<file path="config.mk">
export PLATFORM = sky130hd
export DESIGN_NAME = i2c_eeprom_block_master
export DESIGN_NICKNAME = d
export VERILOG_FILES = /design/src/i2cm_pkg.sv /design/src/i2cm_cfg_regs.sv /design/src/i2cm_engine.sv /design/src/i2c_eeprom_block_master.sv
export SDC_FILE = /design/constraint.sdc
export NUM_CORES = 1
export LEC_CHECK = 0
export BUFFER_PORTS_ARGS = -buffer_cell sky130_fd_sc_hd__buf_2
export CORE_MARGIN = 10
export CORE_UTILIZATION = 50
export DETAILED_ROUTE_END_ITERATION = 6
export PLACE_DENSITY = 0.7
export SKIP_CTS_REPAIR_TIMING = 1
export SKIP_LAST_GASP = 1
export SYNTH_ARGS = -nofsm -noshare
export SYNTH_HDL_FRONTEND = slang
export SYNTH_SLANG_ARGS = --single-unit
</file>
<file path="constraint.sdc">
create_clock -name clk -period 3.42 [get_ports clk]
set_clock_uncertainty 0.1 [all_clocks]
set_input_delay 0.513 -clock clk [delete_from_list [all_inputs] [get_ports clk]]
set_output_delay 0.513 -clock clk [all_outputs]
set_load 0.01 [all_outputs]
</file>
<file path="src/i2cm_pkg.sv">
// ============================================================================
// i2cm_pkg: shared types and constants of the I2C EEPROM block master
// Holds the block geometry, command and register codes, the sequencer phases
// and the structs that travel between the modules.
// ============================================================================
package i2cm_pkg;

	localparam int BLOCK_BYTES     = 16;
	localparam int RECOVERY_PULSES = 9;
	localparam int RECOVERY_ROUNDS = 5;
	localparam int RECOVERY_LIMIT  = RECOVERY_ROUNDS * RECOVERY_PULSES;
	localparam int HDR_BYTES       = 3;
	localparam int BITS_PER_BYTE   = 8;

	localparam int IDX_W      = (BLOCK_BYTES > 1) ? $clog2(BLOCK_BYTES) : 1;
	localparam int BYTE_CNT_W = $clog2(HDR_BYTES + BLOCK_BYTES + 1);
	localparam int REC_CNT_W  = $clog2(RECOVERY_LIMIT + 1);

	localparam logic [6:0]  DEVICE_ADDRESS_RST     = 7'd80;
	localparam logic [7:0]  ACK_POLL_LIMIT_RST     = 8'd255;
	localparam logic [15:0] WRITE_SETTLE_TICKS_RST = 16'd800;
	localparam logic [7:0]  READ_BIT               = 8'h01;

	typedef enum logic [1:0] {
		CMD_TICK  = 2'd0,
		CMD_LOAD  = 2'd1,
		CMD_WRITE = 2'd2,
		CMD_READ  = 2'd3
	} cmd_t;

	typedef enum logic [1:0] {
		CFG_DEVICE_ADDRESS     = 2'd0,
		CFG_ACK_POLL_LIMIT     = 2'd1,
		CFG_WRITE_SETTLE_TICKS = 2'd2
	} cfg_index_t;

	typedef enum logic [4:0] {
		P_IDLE      = 5'd0,
		P_REC_LOW   = 5'd1,
		P_REC_HIGH  = 5'd2,
		P_START     = 5'd3,
		P_TX_LOW    = 5'd4,
		P_TX_HIGH   = 5'd5,
		P_ACK_LOW   = 5'd6,
		P_ACK_POLL  = 5'd7,
		P_RS_LOW    = 5'd8,
		P_RS_CHECK  = 5'd9,
		P_RX_LOW    = 5'd10,
		P_RX_HIGH   = 5'd11,
		P_RXA_LOW   = 5'd12,
		P_RXA_HIGH  = 5'd13,
		P_STOP_LOW  = 5'd14,
		P_STOP_HIGH = 5'd15,
		P_STOP_REL  = 5'd16,
		P_SETTLE    = 5'd17
	} phase_t;

	typedef struct packed {
		logic [6:0]  device_address;
		logic [7:0]  ack_poll_limit;
		logic [15:0] write_settle_ticks;
	} cfg_t;

	typedef struct packed {
		logic [1:0]  cmd;
		logic [15:0] mem_address;
		logic [3:0]  byte_index;
		logic [7:0]  write_byte;
		logic        sda_in;
		logic        scl_in;
	} item_t;

	typedef struct packed {
		logic       scl_release;
		logic       sda_release;
		logic [7:0] read_data;
		logic       read_valid;
		logic [3:0] read_position;
		logic       done_res;
		logic       nack_error;
		logic       bus_busy_error;
		logic       busy_res;
	} result_t;

endpackage

</file>
<file path="src/i2cm_cfg_regs.sv">
// ============================================================================
// i2cm_cfg_regs: configuration registers
// Holds the device address, ACK poll limit and write settle time, written
// through a valid/ready port that is always ready.
// ============================================================================
module i2cm_cfg_regs (
	input  logic          clk,
	input  logic          arst_n,
	input  logic          cfg_valid,
	output logic          cfg_ready,
	input  logic [1:0]    cfg_index,
	input  logic [15:0]   cfg_data,
	output i2cm_pkg::cfg_t cfg
);
	import i2cm_pkg::*;

	cfg_t cfg_q;

	assign cfg_ready = 1'b1;
	assign cfg = cfg_q;

	always_ff @(posedge clk or negedge arst_n) begin
		if (!arst_n) begin
			cfg_q.device_address     <= DEVICE_ADDRESS_RST;
			cfg_q.ack_poll_limit     <= ACK_POLL_LIMIT_RST;
			cfg_q.write_settle_ticks <= WRITE_SETTLE_TICKS_RST;
		end else if (cfg_valid) begin
			case (cfg_index)
				CFG_DEVICE_ADDRESS:     cfg_q.device_address <= cfg_data[6:0];
				CFG_ACK_POLL_LIMIT:     cfg_q.ack_poll_limit <= cfg_data[7:0];
				CFG_WRITE_SETTLE_TICKS: cfg_q.write_settle_ticks <= cfg_data;
				default: ;
			endcase
		end
	end

endmodule

</file>
<file path="src/i2cm_engine.sv">
// ============================================================================
// i2cm_engine: bus sequencer and write buffer
// Advances the I2C phase machine by one half-bit phase per item and computes
// the line controls and status of that item.
// ============================================================================
module i2cm_engine (
	input  logic              clk,
	input  logic              arst_n,
	input  logic              advance,
	input  i2cm_pkg::item_t   item,
	input  i2cm_pkg::cfg_t    cfg,
	output i2cm_pkg::result_t res,
	output logic              idle
);
	import i2cm_pkg::*;

	phase_t                phase_q, phase_d;
	logic [3:0]            bit_q, bit_d;
	logic [BYTE_CNT_W-1:0] byte_q, byte_d;
	logic [7:0]            shift_q, shift_d;
	logic [15:0]           addr_q, addr_d;
	logic [15:0]           wait_q, wait_d;
	logic [REC_CNT_W-1:0]  rec_q, rec_d;
	logic                  nack_q, nack_d;
	logic                  is_read_q, is_read_d;
	logic [7:0]            buf_q [BLOCK_BYTES];

	logic                  load_en;
	logic [IDX_W-1:0]      load_idx;
	logic [BYTE_CNT_W-1:0] tx_k, tx_off;
	logic [IDX_W-1:0]      tx_idx;
	logic                  tx_in_buf;
	logic [7:0]            tx_entry, tx_byte, dev_byte;
	logic [BYTE_CNT_W:0]   bc_inc;
	logic                  ackl;

	function automatic phase_t bus_check(input logic sda, input logic scl,
			input logic [REC_CNT_W-1:0] rec);
		phase_t p;
		if (!sda && (rec < REC_CNT_W'(RECOVERY_LIMIT)))
			p = P_REC_LOW;
		else if (!sda || !scl)
			p = P_IDLE;
		else
			p = P_START;
		return p;
	endfunction

	assign load_en  = (item.cmd == CMD_LOAD) && ({4'd0, item.byte_index} < 8'(BLOCK_BYTES));
	assign load_idx = IDX_W'(item.byte_index);
	assign dev_byte = {cfg.device_address, 1'b0};

	// The byte to send is needed at a start phase for the current count and after
	// an ACK for the next one; only one of them is used in a given phase.
	assign tx_k      = (phase_q == P_START) ? byte_q : byte_q + 1'b1;
	assign tx_off    = tx_k - BYTE_CNT_W'(HDR_BYTES);
	assign tx_in_buf = (tx_k >= BYTE_CNT_W'(HDR_BYTES)) &&
	                   (tx_off < BYTE_CNT_W'(BLOCK_BYTES));
	assign tx_idx    = tx_off[IDX_W-1:0];
	assign tx_entry  = (load_en && load_idx == tx_idx) ? item.write_byte : buf_q[tx_idx];

	always_comb begin
		if (tx_k == BYTE_CNT_W'(0))
			tx_byte = dev_byte;
		else if (tx_k == BYTE_CNT_W'(1))
			tx_byte = addr_q[15:8];
		else if (tx_k == BYTE_CNT_W'(2))
			tx_byte = addr_q[7:0];
		else if (is_read_q)
			tx_byte = dev_byte | READ_BIT;
		else if (tx_in_buf)
			tx_byte = tx_entry;
		else
			tx_byte = 8'd0;
	end

	assign bc_inc = {1'b0, byte_q} + 1'b1;
	assign ackl   = !(bc_inc < (BYTE_CNT_W+1)'(BLOCK_BYTES));

	always_comb begin
		phase_d   = phase_q;
		bit_d     = bit_q;
		byte_d    = byte_q;
		shift_d   = shift_q;
		addr_d    = addr_q;
		wait_d    = wait_q;
		rec_d     = rec_q;
		nack_d    = nack_q;
		is_read_d = is_read_q;
		res       = '0;
		res.scl_release = 1'b1;
		res.sda_release = 1'b1;

		case (phase_q)
			P_REC_LOW, P_ACK_LOW, P_RS_LOW, P_RX_LOW: res.scl_release = 1'b0;
			P_START: res.sda_release = 1'b0;
			P_TX_LOW: begin
				res.scl_release = 1'b0;
				res.sda_release = shift_q[7];
			end
			P_TX_HIGH: res.sda_release = shift_q[7];
			P_RXA_LOW: begin
				res.scl_release = 1'b0;
				res.sda_release = ackl;
			end
			P_RXA_HIGH: res.sda_release = ackl;
			P_STOP_LOW: begin
				res.scl_release = 1'b0;
				res.sda_release = 1'b0;
			end
			P_STOP_HIGH: res.sda_release = 1'b0;
			default: ;
		endcase

		case (phase_q)
			P_IDLE: begin
				if (item.cmd == CMD_WRITE || item.cmd == CMD_READ) begin
					addr_d    = item.mem_address;
					is_read_d = (item.cmd == CMD_READ);
					nack_d    = 1'b0;
					rec_d     = '0;
					byte_d    = '0;
					phase_d   = bus_check(item.sda_in, item.scl_in, '0);
					if (phase_d == P_IDLE) begin
						res.done_res       = 1'b1;
						res.bus_busy_error = 1'b1;
					end
				end
			end
			P_REC_LOW: phase_d = P_REC_HIGH;
			P_REC_HIGH: begin
				rec_d   = rec_q + 1'b1;
				phase_d = bus_check(item.sda_in, item.scl_in, rec_d);
				if (phase_d == P_IDLE) begin
					res.done_res       = 1'b1;
					res.bus_busy_error = 1'b1;
				end
			end
			P_START: begin
				shift_d = tx_byte;
				bit_d   = '0;
				phase_d = P_TX_LOW;
			end
			P_TX_LOW: phase_d = P_TX_HIGH;
			P_TX_HIGH: begin
				shift_d = {shift_q[6:0], 1'b0};
				bit_d   = bit_q + 1'b1;
				phase_d = (bit_d >= 4'(BITS_PER_BYTE)) ? P_ACK_LOW : P_TX_LOW;
			end
			P_ACK_LOW: begin
				wait_d  = '0;
				phase_d = P_ACK_POLL;
			end
			P_ACK_POLL: begin
				if (!item.sda_in) begin
					if (!is_read_q) begin
						byte_d = byte_q + 1'b1;
						if (byte_d < BYTE_CNT_W'(HDR_BYTES + BLOCK_BYTES)) begin
							shift_d = tx_byte;
							bit_d   = '0;
							phase_d = P_TX_LOW;
						end else begin
							phase_d = P_STOP_LOW;
						end
					end else if (byte_q < BYTE_CNT_W'(HDR_BYTES - 1)) begin
						byte_d  = byte_q + 1'b1;
						shift_d = tx_byte;
						bit_d   = '0;
						phase_d = P_TX_LOW;
					end else if (byte_q == BYTE_CNT_W'(HDR_BYTES - 1)) begin
						byte_d  = BYTE_CNT_W'(HDR_BYTES);
						phase_d = P_RS_LOW;
					end else begin
						byte_d  = '0;
						bit_d   = '0;
						shift_d = '0;
						phase_d = P_RX_LOW;
					end
				end else begin
					wait_d = wait_q + 1'b1;
					if (wait_d >= {8'd0, cfg.ack_poll_limit}) begin
						nack_d  = 1'b1;
						phase_d = P_STOP_LOW;
					end
				end
			end
			P_RS_LOW: phase_d = P_RS_CHECK;
			P_RS_CHECK: begin
				if (!item.sda_in || !item.scl_in) begin
					phase_d            = P_IDLE;
					res.done_res       = 1'b1;
					res.bus_busy_error = 1'b1;
				end else begin
					phase_d = P_START;
				end
			end
			P_RX_LOW: phase_d = P_RX_HIGH;
			P_RX_HIGH: begin
				shift_d = {shift_q[6:0], item.sda_in};
				bit_d   = bit_q + 1'b1;
				if (bit_d >= 4'(BITS_PER_BYTE)) begin
					res.read_valid    = 1'b1;
					res.read_data     = shift_d;
					res.read_position = byte_q[3:0];
					phase_d           = P_RXA_LOW;
				end else begin
					phase_d = P_RX_LOW;
				end
			end
			P_RXA_LOW: phase_d = P_RXA_HIGH;
			P_RXA_HIGH: begin
				byte_d  = byte_q + 1'b1;
				bit_d   = '0;
				shift_d = '0;
				phase_d = (byte_d >= BYTE_CNT_W'(BLOCK_BYTES)) ? P_STOP_LOW : P_RX_LOW;
			end
			P_STOP_LOW: phase_d = P_STOP_HIGH;
			P_STOP_HIGH: phase_d = P_STOP_REL;
			P_STOP_REL: begin
				if (!is_read_q && cfg.write_settle_ticks != 16'd0) begin
					wait_d  = '0;
					phase_d = P_SETTLE;
				end else begin
					phase_d        = P_IDLE;
					res.done_res   = 1'b1;
					res.nack_error = nack_q;
				end
			end
			P_SETTLE: begin
				wait_d = wait_q + 1'b1;
				if (wait_d >= cfg.write_settle_ticks) begin
					phase_d        = P_IDLE;
					res.done_res   = 1'b1;
					res.nack_error = nack_q;
				end
			end
			default: phase_d = P_IDLE;
		endcase

		res.busy_res = (phase_d != P_IDLE);
	end

	assign idle = (phase_q == P_IDLE);

	always_ff @(posedge clk or negedge arst_n) begin
		if (!arst_n) begin
			phase_q   <= P_IDLE;
			bit_q     <= '0;
			byte_q    <= '0;
			shift_q   <= '0;
			addr_q    <= '0;
			wait_q    <= '0;
			rec_q     <= '0;
			nack_q    <= 1'b0;
			is_read_q <= 1'b0;
		end else if (advance) begin
			phase_q   <= phase_d;
			bit_q     <= bit_d;
			byte_q    <= byte_d;
			shift_q   <= shift_d;
			addr_q    <= addr_d;
			wait_q    <= wait_d;
			rec_q     <= rec_d;
			nack_q    <= nack_d;
			is_read_q <= is_read_d;
		end
	end

	always_ff @(posedge clk) begin
		if (advance && load_en)
			buf_q[load_idx] <= item.write_byte;
	end

`ifndef SYNTHESIS
	a_bits_bounded: assert property (@(posedge clk) disable iff (!arst_n)
		bit_q <= 4'(BITS_PER_BYTE))
		else $error("bit counter ran past one byte");

	a_rec_bounded: assert property (@(posedge clk) disable iff (!arst_n)
		rec_q <= REC_CNT_W'(RECOVERY_LIMIT))
		else $error("recovery pulse count ran past its limit");

	a_done_idle: assert property (@(posedge clk) disable iff (!arst_n)
		(advance && res.done_res) |=> (phase_q == P_IDLE))
		else $error("transaction ended but sequencer is not idle");
`endif

endmodule

</file>
<file path="src/i2c_eeprom_block_master.sv">
// ============================================================================
// i2c_eeprom_block_master: I2C master for a 16-bit-addressed EEPROM
// Input item register, bus sequencer and result register with handshakes.
// ============================================================================
// Each input item is one half-bit bus phase (or a buffer load) and yields
// exactly one result item. The block takes one item per clock cycle while the
// result side does not stall, and each result passes through the input
// register, then the result register. The phase state register of the
// sequencer is updated once per accepted item.
// A held result blocks only when both registers are full.
module i2c_eeprom_block_master (
	input  logic        clk,
	input  logic        arst_n,
	input  logic        in_valid,
	output logic        in_ready,
	input  logic [1:0]  cmd,
	input  logic [15:0] mem_address,
	input  logic [3:0]  byte_index,
	input  logic [7:0]  write_byte,
	input  logic        sda_in,
	input  logic        scl_in,
	output logic        out_valid,
	input  logic        out_ready,
	output logic        scl_release,
	output logic        sda_release,
	output logic [7:0]  read_data,
	output logic        read_valid,
	output logic [3:0]  read_position,
	output logic        done_res,
	output logic        nack_error,
	output logic        bus_busy_error,
	output logic        busy_res,
	input  logic        cfg_valid,
	output logic        cfg_ready,
	input  logic [1:0]  cfg_index,
	input  logic [15:0] cfg_data
);
	import i2cm_pkg::*;

	cfg_t    cfg;
	item_t   item_s1;
	logic    valid_s1;
	result_t res_c, res_s2;
	logic    valid_s2;
	logic    adv;
	logic    seq_idle;

	i2cm_cfg_regs u_cfg (
		.clk       (clk),
		.arst_n    (arst_n),
		.cfg_valid (cfg_valid),
		.cfg_ready (cfg_ready),
		.cfg_index (cfg_index),
		.cfg_data  (cfg_data),
		.cfg       (cfg)
	);

	assign adv      = valid_s1 && (!valid_s2 || out_ready);
	assign in_ready = !valid_s1 || adv;

	always_ff @(posedge clk or negedge arst_n) begin
		if (!arst_n) begin
			valid_s1 <= 1'b0;
		end else if (in_ready) begin
			valid_s1 <= in_valid;
		end
	end

	always_ff @(posedge clk) begin
		if (in_ready && in_valid) begin
			item_s1.cmd         <= cmd;
			item_s1.mem_address <= mem_address;
			item_s1.byte_index  <= byte_index;
			item_s1.write_byte  <= write_byte;
			item_s1.sda_in      <= sda_in;
			item_s1.scl_in      <= scl_in;
		end
	end

	i2cm_engine u_engine (
		.clk     (clk),
		.arst_n  (arst_n),
		.advance (adv),
		.item    (item_s1),
		.cfg     (cfg),
		.res     (res_c),
		.idle    (seq_idle)
	);

	always_ff @(posedge clk or negedge arst_n) begin
		if (!arst_n) begin
			valid_s2 <= 1'b0;
		end else if (adv) begin
			valid_s2 <= 1'b1;
		end else if (out_ready) begin
			valid_s2 <= 1'b0;
		end
	end

	always_ff @(posedge clk) begin
		if (adv)
			res_s2 <= res_c;
	end

	assign out_valid      = valid_s2;
	assign scl_release    = res_s2.scl_release;
	assign sda_release    = res_s2.sda_release;
	assign read_data      = res_s2.read_data;
	assign read_valid     = res_s2.read_valid;
	assign read_position  = res_s2.read_position;
	assign done_res       = res_s2.done_res;
	assign nack_error     = res_s2.nack_error;
	assign bus_busy_error = res_s2.bus_busy_error;
	assign busy_res       = res_s2.busy_res;

`ifndef SYNTHESIS
	a_adv_fills_out: assert property (@(posedge clk) disable iff (!arst_n)
		adv |=> valid_s2)
		else $error("processed item did not reach the result register");

	a_error_on_done: assert property (@(posedge clk) disable iff (!arst_n)
		(valid_s2 && (nack_error || bus_busy_error)) |-> done_res)
		else $error("error flag shown outside the end of a transaction");

	a_done_not_busy: assert property (@(posedge clk) disable iff (!arst_n)
		(valid_s2 && done_res) |-> !busy_res)
		else $error("transaction ended but still reported busy");

	a_busy_tracks_seq: assert property (@(posedge clk) disable iff (!arst_n)
		adv |=> (res_s2.busy_res == !seq_idle))
		else $error("busy status disagrees with sequencer phase");
`endif

endmodule

</file>
Word level (Yosys, flattened, before mapping)
Memory sizes are Yosys's and may differ from the RTL's.
Cells that the tools add are included.
- flip-flop bits (word level): 146
- bits in writable memories: 128
- input bits: 55
- output and inout bits: 22
- word-level logic and storage cells: 196
- memories: 1
- memory list (memory ; words ; width ; rd ports ; clocked after Yosys merged registers in ; write ports ; RTL line ; source):
    u_engine.buf_q ; 16 ; 8 ; 1 ; 0 ; 1 ; i2cm_engine.sv:26 ; logic [7:0] buf_q [BLOCK_BYTES];
- $add $sub $neg: 6
- $lt $le $gt $ge: 10
- eq/ne operators: 33
- muxes and demuxes: 69
- reduce and logical (&&, ||, !) cells: 48
- operators by type and width (cell ; number):
    $pmux 5 s18 ; 1
    $mux 8 ; 11
    $mux 5 ; 17
    $pmux 16 s4 ; 1
    $eq 5x4->1 const B ; 8
    $pmux 8 s5 ; 1
    $mux 16 ; 2
    $mux 4 ; 6
    $eq 5x2->1 const B ; 4
    $eq 5x3->1 const B ; 4
    $logic_not 5->1 ; 4
    $add 16x1->16 const B ; 1
    $ge 16x16->1 ; 1
    $ge 16x8->1 ; 1
    $reduce_bool 16->1 ; 1
    $pmux 5 s3 ; 1
    $reduce_and 5->1 ; 3
    $mux 2 ; 7
    $mux 1 ; 12
    $pmux 4 s3 ; 1
    $pmux 6 s2 ; 1
    $eq 5x1->1 const B ; 2
    $eq 5x5->1 const B ; 2
    $lt 5x5->1 const B ; 2
    other kinds (37) ; 72

Logic depth before layout (Yosys ltp)
Gate-level depths: netlist of run 1.
- depth after elaboration: 15
- depth in mapped cells: 17

Hierarchy
A second synthesis of run 1 with hierarchy kept.
- cell total of the unflattened synthesis: 1018
- area total of the unflattened synthesis: 13153.9 um2
- by module, submodules not included (module ; times used ; cells each ; area each (um2) ; seq. area each (um2)):
    i2cm_engine ; 1 ; 891 ; 10302.4 ; 5395.2
    i2c_eeprom_block_master ; 1 ; 59 ; 1635.3 ; 1581.5
    i2cm_cfg_regs ; 1 ; 68 ; 1216.2 ; 792.0

Least setup slack after synthesis of run 1
OpenSTA, ideal clock, no wires.
- path kind: register to register
- from: register u_engine.phase_q[2]
- to: register u_engine.shift_q[3]
- setup time: 0.096 ns
- arrival time: 3.286 ns
- required time: 3.224 ns
- slack: -0.061 ns
- stages on the path, launching flop included: 17
- clock period less this slack: 3.481 ns
- cells stage by stage: dfrtp_1 > or3b_4 > buf_6 > nor2_8 > a21boi_0 > ha_1 > clkbuf_1 > clkbuf_1 > clkbuf_1 > nor3_1 > o211ai_1 > nand2_1 > a31oi_1 > mux2i_1 > mux2i_1 > a21oi_1 > o31ai_1
- cells in the longest elaborated chain, start to end: 15
- elaborated cells on any way between the ends: 32
- those cells by class: 1 x add/sub; 2 x order compare; 11 x eq/ne; 12 x mux; 5 x reduce/logical; 1 x memory
- RTL lines (item ; RTL line ; source):
    from (decl) ; i2cm_engine.sv:17 ; phase_t phase_q, phase_d;
    from (signal assigned) ; i2cm_engine.sv:257 ; phase_q <= phase_d;
    parallel branches: the longest is 15 deep, another holds $mem_v2 16x8 ; n/a ;
    to (signal assigned) ; i2cm_engine.sv:260 ; shift_q <= shift_d;
    to (decl) ; i2cm_engine.sv:20 ; logic [7:0] shift_q, shift_d;
Several ways; the timed one is not identified. The select of a mux whose other input is x is not followed.
A chain may end at the register's enable or synchronous reset.

Worst setup path after layout of run 1
- from: register u_engine.phase_q[4]
- to: register u_engine.shift_q[2]
Same word-level chain as after synthesis.

==> metrics.txt, run 1 <==
status=finished, final reports clean; Final Cell Area=0.0166 mm^2; share of layout cells above drive strength 1=0.203; post-synthesis cell count=about 1,300; clock root cell=clkbuf_16; Post-synth EDFFs=roughly 180; worst skew pair latency=between 500 and 600 ps; worst hold path type=in2reg; CP endpoint kind=register; Post-Route WL=around 38 mm; Worst Path Required=between 3000 and 4000 ps; vias in the first global route=between 10,000 and 15,000; setup repair after global routing missed its margin=yes; Worst Path Arrival=about 3700 ps; post-detailed-route count of antenna-violating nets=0; Worst R2R Start=u_engine.phase_q[4]; R2R depth=13; placed inst area=approximately 0.015 mm^2; Peak VDD IR=about 0.00048 V; # nets final=1,514; Total Routing Usage GR=0.205; Slew Limit Fails=0; Area growth syn-to-layout=15.3%; Relative slew margins=0.461; via count=roughly 11,000; sequential share of the synthesized area=0.541; CP startpoint=u_engine.phase_q[4]; Worst Hold Path EP=item_s1[27]; CTS tree=yes; Synth top area share=0.374; iteration count of the initial detailed-routing pass=5; Syn. warnings=0; count of final setup violators=0; Sink Count=approximately 270; leakage=about 0.0064 uW; FF-to-FF End=u_engine.shift_q[2]; Setup crit start kind=register; via/cell ratio=a little over 6; DP HPWL=roughly 26 mm; hold path start=mem_address[13]; total CTS buffers=29; hold path depth=1; FMAX=a little over 300 MHz; area of the core=0.0281 mm^2; Max Cap Viol=0; DR DRC count=0; most common cell in the netlist=edfxtp_1; most used flip-flop cell after synthesis=edfxtp_1; synthesized area=0.0144 mm^2; initial antenna violation count=0; CTS HTree Levels=1; Slew @ Worst Pin=809 ps; first-pass GRT wire length=~60 mm; placer's final routability congestion estimate=0.902; final count of hold timing violations=0; initial DRC count=1,259; Ports=77; GRT overflow=0; Fill cells=approximately 2,400; full die area=around 0.036 mm^2; Final Critical Period=between 3000 and 4000 ps; Worst R2R Setup Slack=roughly 140 ps; average size of a mapped cell=~11 um^2; area leader, netlist=edfxtp_1; die height=190 um; Tcrit/Tclk final=0.959; power density cells=a little over 800 mW/mm^2; net count after synthesis=1,424; Post-synth top cells=179 x edfxtp_1, 119 x nand2_1, 87 x o21ai_0; post-DR wirelength/cell=20.7 um; diode count=0; synth unique cells=roughly 80; CTS clock-pin slew for the worst setup and hold paths=approximately 70 ps; Seq cells post-synth=around 270; Bufs on Longest Clock Path=3; fraction of registers with async set/reset=0.347; Die Wd=between 150 and 200 um; Starting Density=0.511; largest net degree at the start of global routing=between 90 and 100; row count=61; WS Path Type=reg2reg; worst-path fanout max=29; Total Power=around 13,000 uW; synth top area cells=edfxtp_1 37%, dfrtp_1 14%, nand2_1 3.1%, o21ai_0 3.0%, nor3b_1 3.0%; # port buffers=75
cell families after synthesis:
| kind of cell | Yosys count | share of synthesized area |
|---|---|---|
| buf+inv | 148 | 0.0426 |
| simple gates | 472 | 0.175 |
| xor+xnor | 19 | 0.0121 |
| other cells | 1 | 0.000261 |
| flops | 274 | 0.541 |
| fa+ha+maj | 33 | 0.0287 |
| compound gates | 319 | 0.145 |
| mux | 70 | 0.0556 |
how the worst max path moves through the flow:
stage / slack [ps] / end / depth (start not counted)
4_1_cts: 1 / u_engine.shift_q[6] / 13
3_5_place_dp: 50 / u_engine.shift_q[3] / 14
3_3_place_gp: 50 / u_engine.shift_q[3] / 14
6_report: 140 / u_engine.shift_q[2] / 13
2_1_floorplan: 20 / u_engine.shift_q[1] / 13
5_1_grt: -80 / done_res / 12
layout make-up:
cell class | count | area [um^2] | area share
Sequential cell | 274 | 7770 | 0.469
Tap cell | 378 | 473 | 0.0285
Multi-Input combinational cell | 914 | 6140 | 0.371
Clock buffer | 37 | 766 | 0.0462
Clock inverter | 17 | 166 | 0.0100
Timing Repair Buffer | 151 | 1040 | 0.0627
Inverter | 56 | 214 | 0.0129
report_power, final:
group          total [uW]  switching (uW)  internal [uW]
combinational        6020            3600           2420
clock                3110            1300           1810
sequential           4260             318           3940
total               13400            5220           8160
registers in the layout (all words and copies together) (netlist names):
signal,cells
busy_res,1
sda_release,1
u_engine.nack_q,1
u_engine.addr_q,16
u_engine.buf_q,128
u_engine.shift_q,8
out_valid,1
u_engine.byte_q,5
u_engine.phase_q,5
item_s1,32
u_engine.bit_q,4
valid_s1,1
scl_release,1
nack_error,1
u_engine.wait_q,16
u_engine.is_read_q,1
u_cfg.cfg,31
read_data,8
u_engine.rec_q,6
read_position,4
done_res,1
read_valid,1
bus_busy_error,1
cell usage in the layout, fill, tap and decap left out, drive strengths merged, types with 9 or more instances in the layout:
master / synthesis / layout
edfxtp: 179 / 179
buf: 32 / 149
nand2: 120 / 120
o21ai: 93 / 93
dfrtp: 82 / 82
nor3: 73 / 73
nor2: 62 / 62
nor3b: 59 / 59
inv: 56 / 56
nand3: 46 / 46
a21oi: 45 / 45
mux2: 38 / 38
clkbuf: 60 / 38
a31oi: 35 / 35
ha: 33 / 33
o211ai: 29 / 29
o22ai: 28 / 28
mux2i: 28 / 28
nand2b: 24 / 24
and2: 23 / 23
o31ai: 21 / 21
nor4: 15 / 15
nand4: 13 / 13
dfstp: 13 / 13
clkinv: 0 / 12
a21o: 11 / 11
xnor2: 11 / 11
a22o: 9 / 9
a211oi: 9 / 9
metrics by stage:
stage | util | worst slack, ps | hold WS [ps] | instances | setup TNS [ps]
floorplan | - | 22.1 | 117 | 1336 | 0
global placement | 0.550 | 53.0 | 337 | 1768 | 0
detailed placement | 0.550 | 49.8 | 340 | 1768 | 0
CTS | 0.583 | 1.03 | -60.2 | 1822 | 0
global route | 0.590 | -79.8 | 8.85 | 1827 | -145
finish | 0.590 | 141 | 17.0 | 1827 | 0
routing by layer:
metal | GRT usage | routed length, um | vias up
li1 | - | - | 5187
met1 | 0.281 | 16400 | 5519
met2 | 0.332 | 17900 | 428
met3 | 0.0334 | 2500 | 70
met4 | 0.0549 | 916 | 0
met5 | 0 | 0 | -
worst max-delay path: stages (launching register included):
cell	delay, ps
dfrtp_1	400
nand2b_1	350
nor3_4	300
nor2_4	60
ha_4	380
buf_12	200
nor3_1	80
o211ai_1	230
nand2_1	100
a31oi_1	250
mux2i_1	140
mux2i_1	240
a21oi_1	110
o31ai_1	220
No activity file was read; power rests on OpenSTA's default activity.
==> run 2: changes to the inputs <==
--- a/config.mk
+++ b/config.mk
@@ -5,6 +5,7 @@
 export SDC_FILE = /design/constraint.sdc
 export NUM_CORES = 1
 export LEC_CHECK = 0
+export ABC_AREA = 1
 export BUFFER_PORTS_ARGS = -buffer_cell sky130_fd_sc_hd__buf_2
 export CORE_MARGIN = 10
 export CORE_UTILIZATION = 50
==> run 2 against run 1 <==
Against the previous run: utilization is 0.99 points lower; final area shrank 8.8%; largest power group unchanged; critical endpoint is now busy_res; fmax up 6.1%; sequential share of layout area rose by 4.5 points.
==> metrics.txt, run 2 <==
status=finished, final reports clean; DP HPWL=22.9 mm; placed inst area=between 0.01 and 0.015 mm^2; post-synthesis cell count=around 1,400; leakage=0.00660 uW; worst hold path type=in2reg; first-pass GRT wire length=around 52 mm; largest net degree at the start of global routing=about 70; count of final setup violators=0; clock root cell=clkbuf_16; CTS HTree Levels=1; GRT overflow=0; CTS clock-pin slew for the worst setup and hold paths=about 60 ps; Ports=just under 80; Sink Count=approximately 270; P_sw=around 6500 uW; setup repair after global routing missed its margin=no; full die area=roughly 0.033 mm^2; Reg area=between 0.007 and 0.008 mm^2; Synth top area share=0.405; Setup crit start kind=register; vias in the first global route=roughly 9,600; row count=approximately 60; average size of a mapped cell=approximately 9.5 um^2; worst skew pair latency=between 500 and 600 ps; worst-path fanout max=4; most frequent cells in the layout=366 x nand2_1, 179 x edfxtp_1, 158 x nand3_1; CP Buf/Inv Count=3; via count=approximately 10,000; CP endpoint kind=register; # nets final=approximately 1,600; critical path's slowest cell=dfrtp_1; share of layout cells above drive strength 1=0.142; DR DRC count=0; Total Routing Usage GR=0.191; post-detailed-route count of antenna-violating nets=0; Seq cells post-synth=approximately 270; Syn. warnings=0; Slew Limit Fails=0; # port buffers=75; area of the core=0.0261 mm^2; total CTS buffers=30; Die Wd=183 um; WS Path Type=reg2reg; pre-CTS WS=roughly 140 ps; most common cell in the netlist=nand2_1; Critical Path Max Stage Delay=between 300 and 400 ps; cell repeated most along the worst path=nand2_1; via/cell ratio=approximately 5.4; Final Cell Area=about 0.015 mm^2; Biggest register=u_engine.buf_q; die height=183 um; Fill cells=between 2,000 and 2,500; Clk pwr share=0.222; Relative slew margins=0.300; Starting Density=0.509; most common cell after layout, fill and taps aside=nand2_1; Sum Neg Setup Slack=0 ps; sw frac=0.438; CTS tree=yes; worst-path cell chain=nand2_1, nor3_4, nand2_1, nor2_4, inv_1, nor2_1, inv_1, nand2_1, inv_1, ha_1, nand4_1, o221ai_2, nand2_1, nand4_1, o211ai_1, nand3b_1, nor2_1, nand2_1; Max Cap Viol=0; initial antenna violation count=0; sequential share of the synthesized area=0.586; FMAX=between 300 and 400 MHz; synth top area cells=edfxtp_1 41%, dfrtp_1 15%, nand2_1 10%, nand3_1 6.0%, inv_1 4.4%; CP startpoint=u_engine.wait_q[3]; Worst R2R Start=u_engine.wait_q[3]; post-DR wirelength/cell=around 18 um; Post-synth EDFFs=179; Post-Route WL=32.4 mm; diode count=0; Final Critical Period=approximately 3000 ps; combinational share of power=0.473; Post-synth top cells=367 x nand2_1, 179 x edfxtp_1, 158 x nand3_1; crit-path leading delay family=simple AND/OR/NAND/NOR gates; Worst Path Required=~3600 ps; hold path start=write_byte[3]; fraction of registers with async set/reset=0.347; Seq pwr share=0.305; Worst Path Arrival=approximately 3300 ps; final count of hold timing violations=0; Slew @ Worst Pin=around 1000 ps; synthesized area=roughly 0.013 mm^2; Int Power=approximately 8300 uW; net count after synthesis=1,490; initial DRC count=roughly 870; Tcrit/Tclk final=0.903; Area growth syn-to-layout=14.0%; multi-input logic area=0.00467 mm^2; placer's final routability congestion estimate=around 0.97; area leader, netlist=edfxtp_1; power density cells=approximately 1000 mW/mm^2; Bufs on Longest Clock Path=3; most used flip-flop cell after synthesis=edfxtp_1; synth unique cells=between 50 and 60; final worst slack=~330 ps; Peak VDD IR=0.000656 V; iteration count of the initial detailed-routing pass=5; Largest register FFs=128
## run 2: changes by cell type after synthesis, moves of 28 or more
cell | before | now
nor3_1 | 71 | 10
clkbuf_1 | 60 | 14
inv_1 | 55 | 157
nor2_1 | 60 | 106
mux2i_1 | 28 | 0
mux2_2 | 36 | 0
a31oi_1 | 34 | 3
nand3_1 | 46 | 158
nand2_1 | 119 | 367
nor3b_1 | 58 | 0
## run 2: final cells by class
class                           instances  area share
Timing Repair Buffer                   99      0.0404
Tap cell                              335      0.0277
Clock buffer                           34      0.0507
Sequential cell                       274       0.514
Inverter                              165      0.0411
Clock inverter                         22      0.0167
Multi-Input combinational cell        920       0.309
## run 2: power by group through the flow
stage	sequential, uW	clock, uW	combinational, uW
floorplan	4420	0	5020
global placement	4540	0	6790
detailed placement	4550	0	6840
CTS	4490	3330	6880
global route	4550	3490	7870
finish	4490	3280	6980
## run 2: cell families after synthesis
| logic type | synth area share |
|---|---|
| other cells | 0.000283 |
| compound gates | 0.0727 |
| flops | 0.586 |
| buf+inv | 0.0638 |
| simple gates | 0.234 |
| xor+xnor | 0.0118 |
| fa+ha+maj | 0.0311 |
## run 2: per-layer routing
metal | global-route usage | up-vias | share of wire
met2 | 0.282 | 375 | 0.44
met4 | 0.0329 | 0 | 0.012
li1 | - | 4884 | -
met3 | 0.0276 | 34 | 0.073
met5 | 0 | - | 0
met1 | 0.297 | 4729 | 0.48
## run 2: path summary, 6_finish.rpt
path                                       end  slack, ps  cells past startpoint
hold reg to reg            u_engine.addr_q[11]        340                      2
min in group asynchronous   u_engine.byte_q[4]        450                      2
setup reg to reg                      busy_res        330                     18
max in group asynchronous        u_cfg.cfg[28]       2010                      3
hold / removal                      item_s1[5]         30                      1
setup / recovery                      busy_res        330                     18
## run 2: stage by stage
step | hold slack (ps) | power, uW | instances | utilization
floorplan | 117 | 9440 | 1402 | -
global placement | 331 | 11300 | 1789 | 0.539
detailed placement | 336 | 11400 | 1789 | 0.539
CTS | -115 | 14700 | 1845 | 0.578
global route | 11.8 | 15900 | 1849 | 0.580
finish | 30.3 | 14800 | 1849 | 0.580
==> run 3: changes to the inputs <==
--- a/config.mk
+++ b/config.mk
@@ -5,12 +5,13 @@
 export SDC_FILE = /design/constraint.sdc
 export NUM_CORES = 1
 export LEC_CHECK = 0
-export ABC_AREA = 1
 export BUFFER_PORTS_ARGS = -buffer_cell sky130_fd_sc_hd__buf_2
+export CELL_PAD_IN_SITES_DETAIL_PLACEMENT = 1
+export CELL_PAD_IN_SITES_GLOBAL_PLACEMENT = 2
 export CORE_MARGIN = 10
-export CORE_UTILIZATION = 50
+export CORE_UTILIZATION = 37
 export DETAILED_ROUTE_END_ITERATION = 6
-export PLACE_DENSITY = 0.7
+export PLACE_DENSITY_LB_ADDON = 0.1
 export SKIP_CTS_REPAIR_TIMING = 1
 export SKIP_LAST_GASP = 1
 export SYNTH_ARGS = -nofsm -noshare
==> run 3 against run 2 <==
Against the previous run: combinational power rose by 6.9%; sequential cell count unchanged; highest routed layer unchanged; sequential power decreased by 5.1%; first-iteration DRC count down 16%; register-to-register slack worse by 330 ps; largest cell class unchanged; clock power increased by 8.5%.
==> metrics.txt, run 3 (same netlist as run 1, synthesis figures left out) <==
worst-path fanout max=8; leakage=approximately 0.0068 uW; FF-to-FF End=u_engine.shift_q[5]; power density cells=slightly below 900 mW/mm^2; share of layout cells above drive strength 1=0.246; placer's final routability congestion estimate=slightly above 0.8; Worst R2R Setup Slack=3 ps; full die area=0.0471 mm^2; CP endpoint kind=register; first-pass GRT wire length=70.5 mm; clock root cell=clkbuf_16; initial antenna violation count=1; Ports=77; Die Wd=between 200 and 250 um; Area growth syn-to-layout=21.9%; final count of hold timing violations=0; Setup crit end=u_engine.shift_q[5]; CTS tree=yes; Fin Hold WS=50.6 ps; DP HPWL=31.9 mm; Worst R2R Start=u_engine.phase_q[3]; R2R depth=14; Setup crit start kind=register; Largest register FFs=about 130; Tcrit/Tclk final=0.999; # port buffers=75; Worst Path Required=approximately 3800 ps; total CTS buffers=34; worst-path cell chain=or3b_4, nor3_4, nor2_4, ha_4, buf_6, buf_6, xor2_4, nor3b_2, mux2i_2, or3_4, buf_4, o31ai_4, a21oi_2, o31ai_2; DR DRC count=0; Bufs on Longest Clock Path=3; row count=72; Peak VDD IR=approximately 0.00046 V; GRT overflow=0; largest net degree at the start of global routing=70; iteration count of the initial detailed-routing pass=6; CP startpoint=u_engine.phase_q[3]; most frequent cells in the layout=179 x edfxtp_1, 119 x nand2_1, 113 x buf_4; Sink Count=between 200 and 300; via count=about 11,000; final worst slack=about 3.3 ps; area of the core=0.0386 mm^2; FMAX=roughly 290 MHz; CTS HTree Levels=2; initial DRC count=about 720; Max Cap Viol=0; Post-Route WL=between 40 and 50 mm; post-detailed-route count of antenna-violating nets=0; Slew @ Worst Pin=~1100 ps; Worst Path Arrival=3760 ps; Starting Density=0.373; Critical Path Max Stage Delay=about 470 ps; cell repeated most along the worst path=buf_6; via/cell ratio=between 5 and 6; setup repair after global routing missed its margin=yes; die height=217 um; post-DR wirelength/cell=around 23 um; most common cell after layout, fill and taps aside=edfxtp_1; Slew Limit Fails=0; count of final setup violators=0; worst skew pair latency=530 ps; pre-CTS WS=-51.1 ps; Biggest register=u_engine.buf_q; # nets final=about 1,600; status=finished, final reports clean; vias in the first global route=around 12,000; CTS clock-pin slew for the worst setup and hold paths=around 60 ps; Relative slew margins=0.293; Final Critical Period=roughly 3400 ps; critical path's slowest cell=or3b_4; worst hold path type=in2reg; Total Routing Usage GR=0.192; Total Power=around 15,000 uW; Fill cells=approximately 4,300; WS Path Type=reg2reg
[run 3: area by class of cell]
cell class	instances	area [um^2]	area share
flip-flops and latches	274	7770	0.444
multi-input cells	915	6250	0.357
repair buffers	205	1550	0.0884
clock buffers	44	920	0.0525
well taps	518	648	0.0370
inverters	56	210	0.0120
clock inverters	16	164	0.00936
diodes	1	2.50	0.000143
[run 3: metrics by stage]
stage | util | cell area (um^2) | setup TNS (ps) | instances
finish | 0.454 | 17500 | 0 | 2029
CTS | 0.440 | 17000 | -487 | 2007
global route | 0.454 | 17500 | -939 | 2028
detailed placement | 0.412 | 15900 | -82.2 | 1947
floorplan | - | 14400 | 0 | 1336
global placement | 0.412 | 15900 | -85.9 | 1947
[run 3: worst min path at each step]
stage                              start                 end  cells past startpoint
after CTS                         arst_n       u_cfg.cfg[13]                      1
final                     mem_address[7]         item_s1[21]                      1
after global routing      mem_address[5]         item_s1[19]                      1
after floorplan                   arst_n           out_valid                      0
after global placement       item_s1[17]  u_engine.addr_q[3]                      2
after detailed placement     item_s1[19]  u_engine.addr_q[5]                      2
[run 3: power breakdown]
group | total (uW) | internal [uW] | leakage [uW] | switching [uW]
clock | 3560 | 2130 | 0.000528 | 1430
sequential | 4260 | 3940 | 0.00282 | 320
combinational | 7460 | 3220 | 0.00347 | 4240
[run 3: layer usage]
| layer | GRT usage | up-vias | share of wire |
|---|---|---|---|
| li1 | - | 5306 | - |
| met1 | 0.248 | 5748 | 0.45 |
| met2 | 0.326 | 208 | 0.49 |
| met3 | 0.0283 | 60 | 0.038 |
| met4 | 0.0578 | 0 | 0.023 |
| met5 | 0 | - | 0 |
[run 3: worst max-delay path, delay by kind of cell, from the launching register on]
| kind | cells | cell delay (ps) |
|---|---|---|
| compound gates | 3 | 420 |
| xor+xnor | 1 | 180 |
| fa+ha+maj | 1 | 240 |
| buf+inv | 3 | 410 |
| flops | 1 | 440 |
| mux | 1 | 140 |
| simple gates | 5 | 1390 |
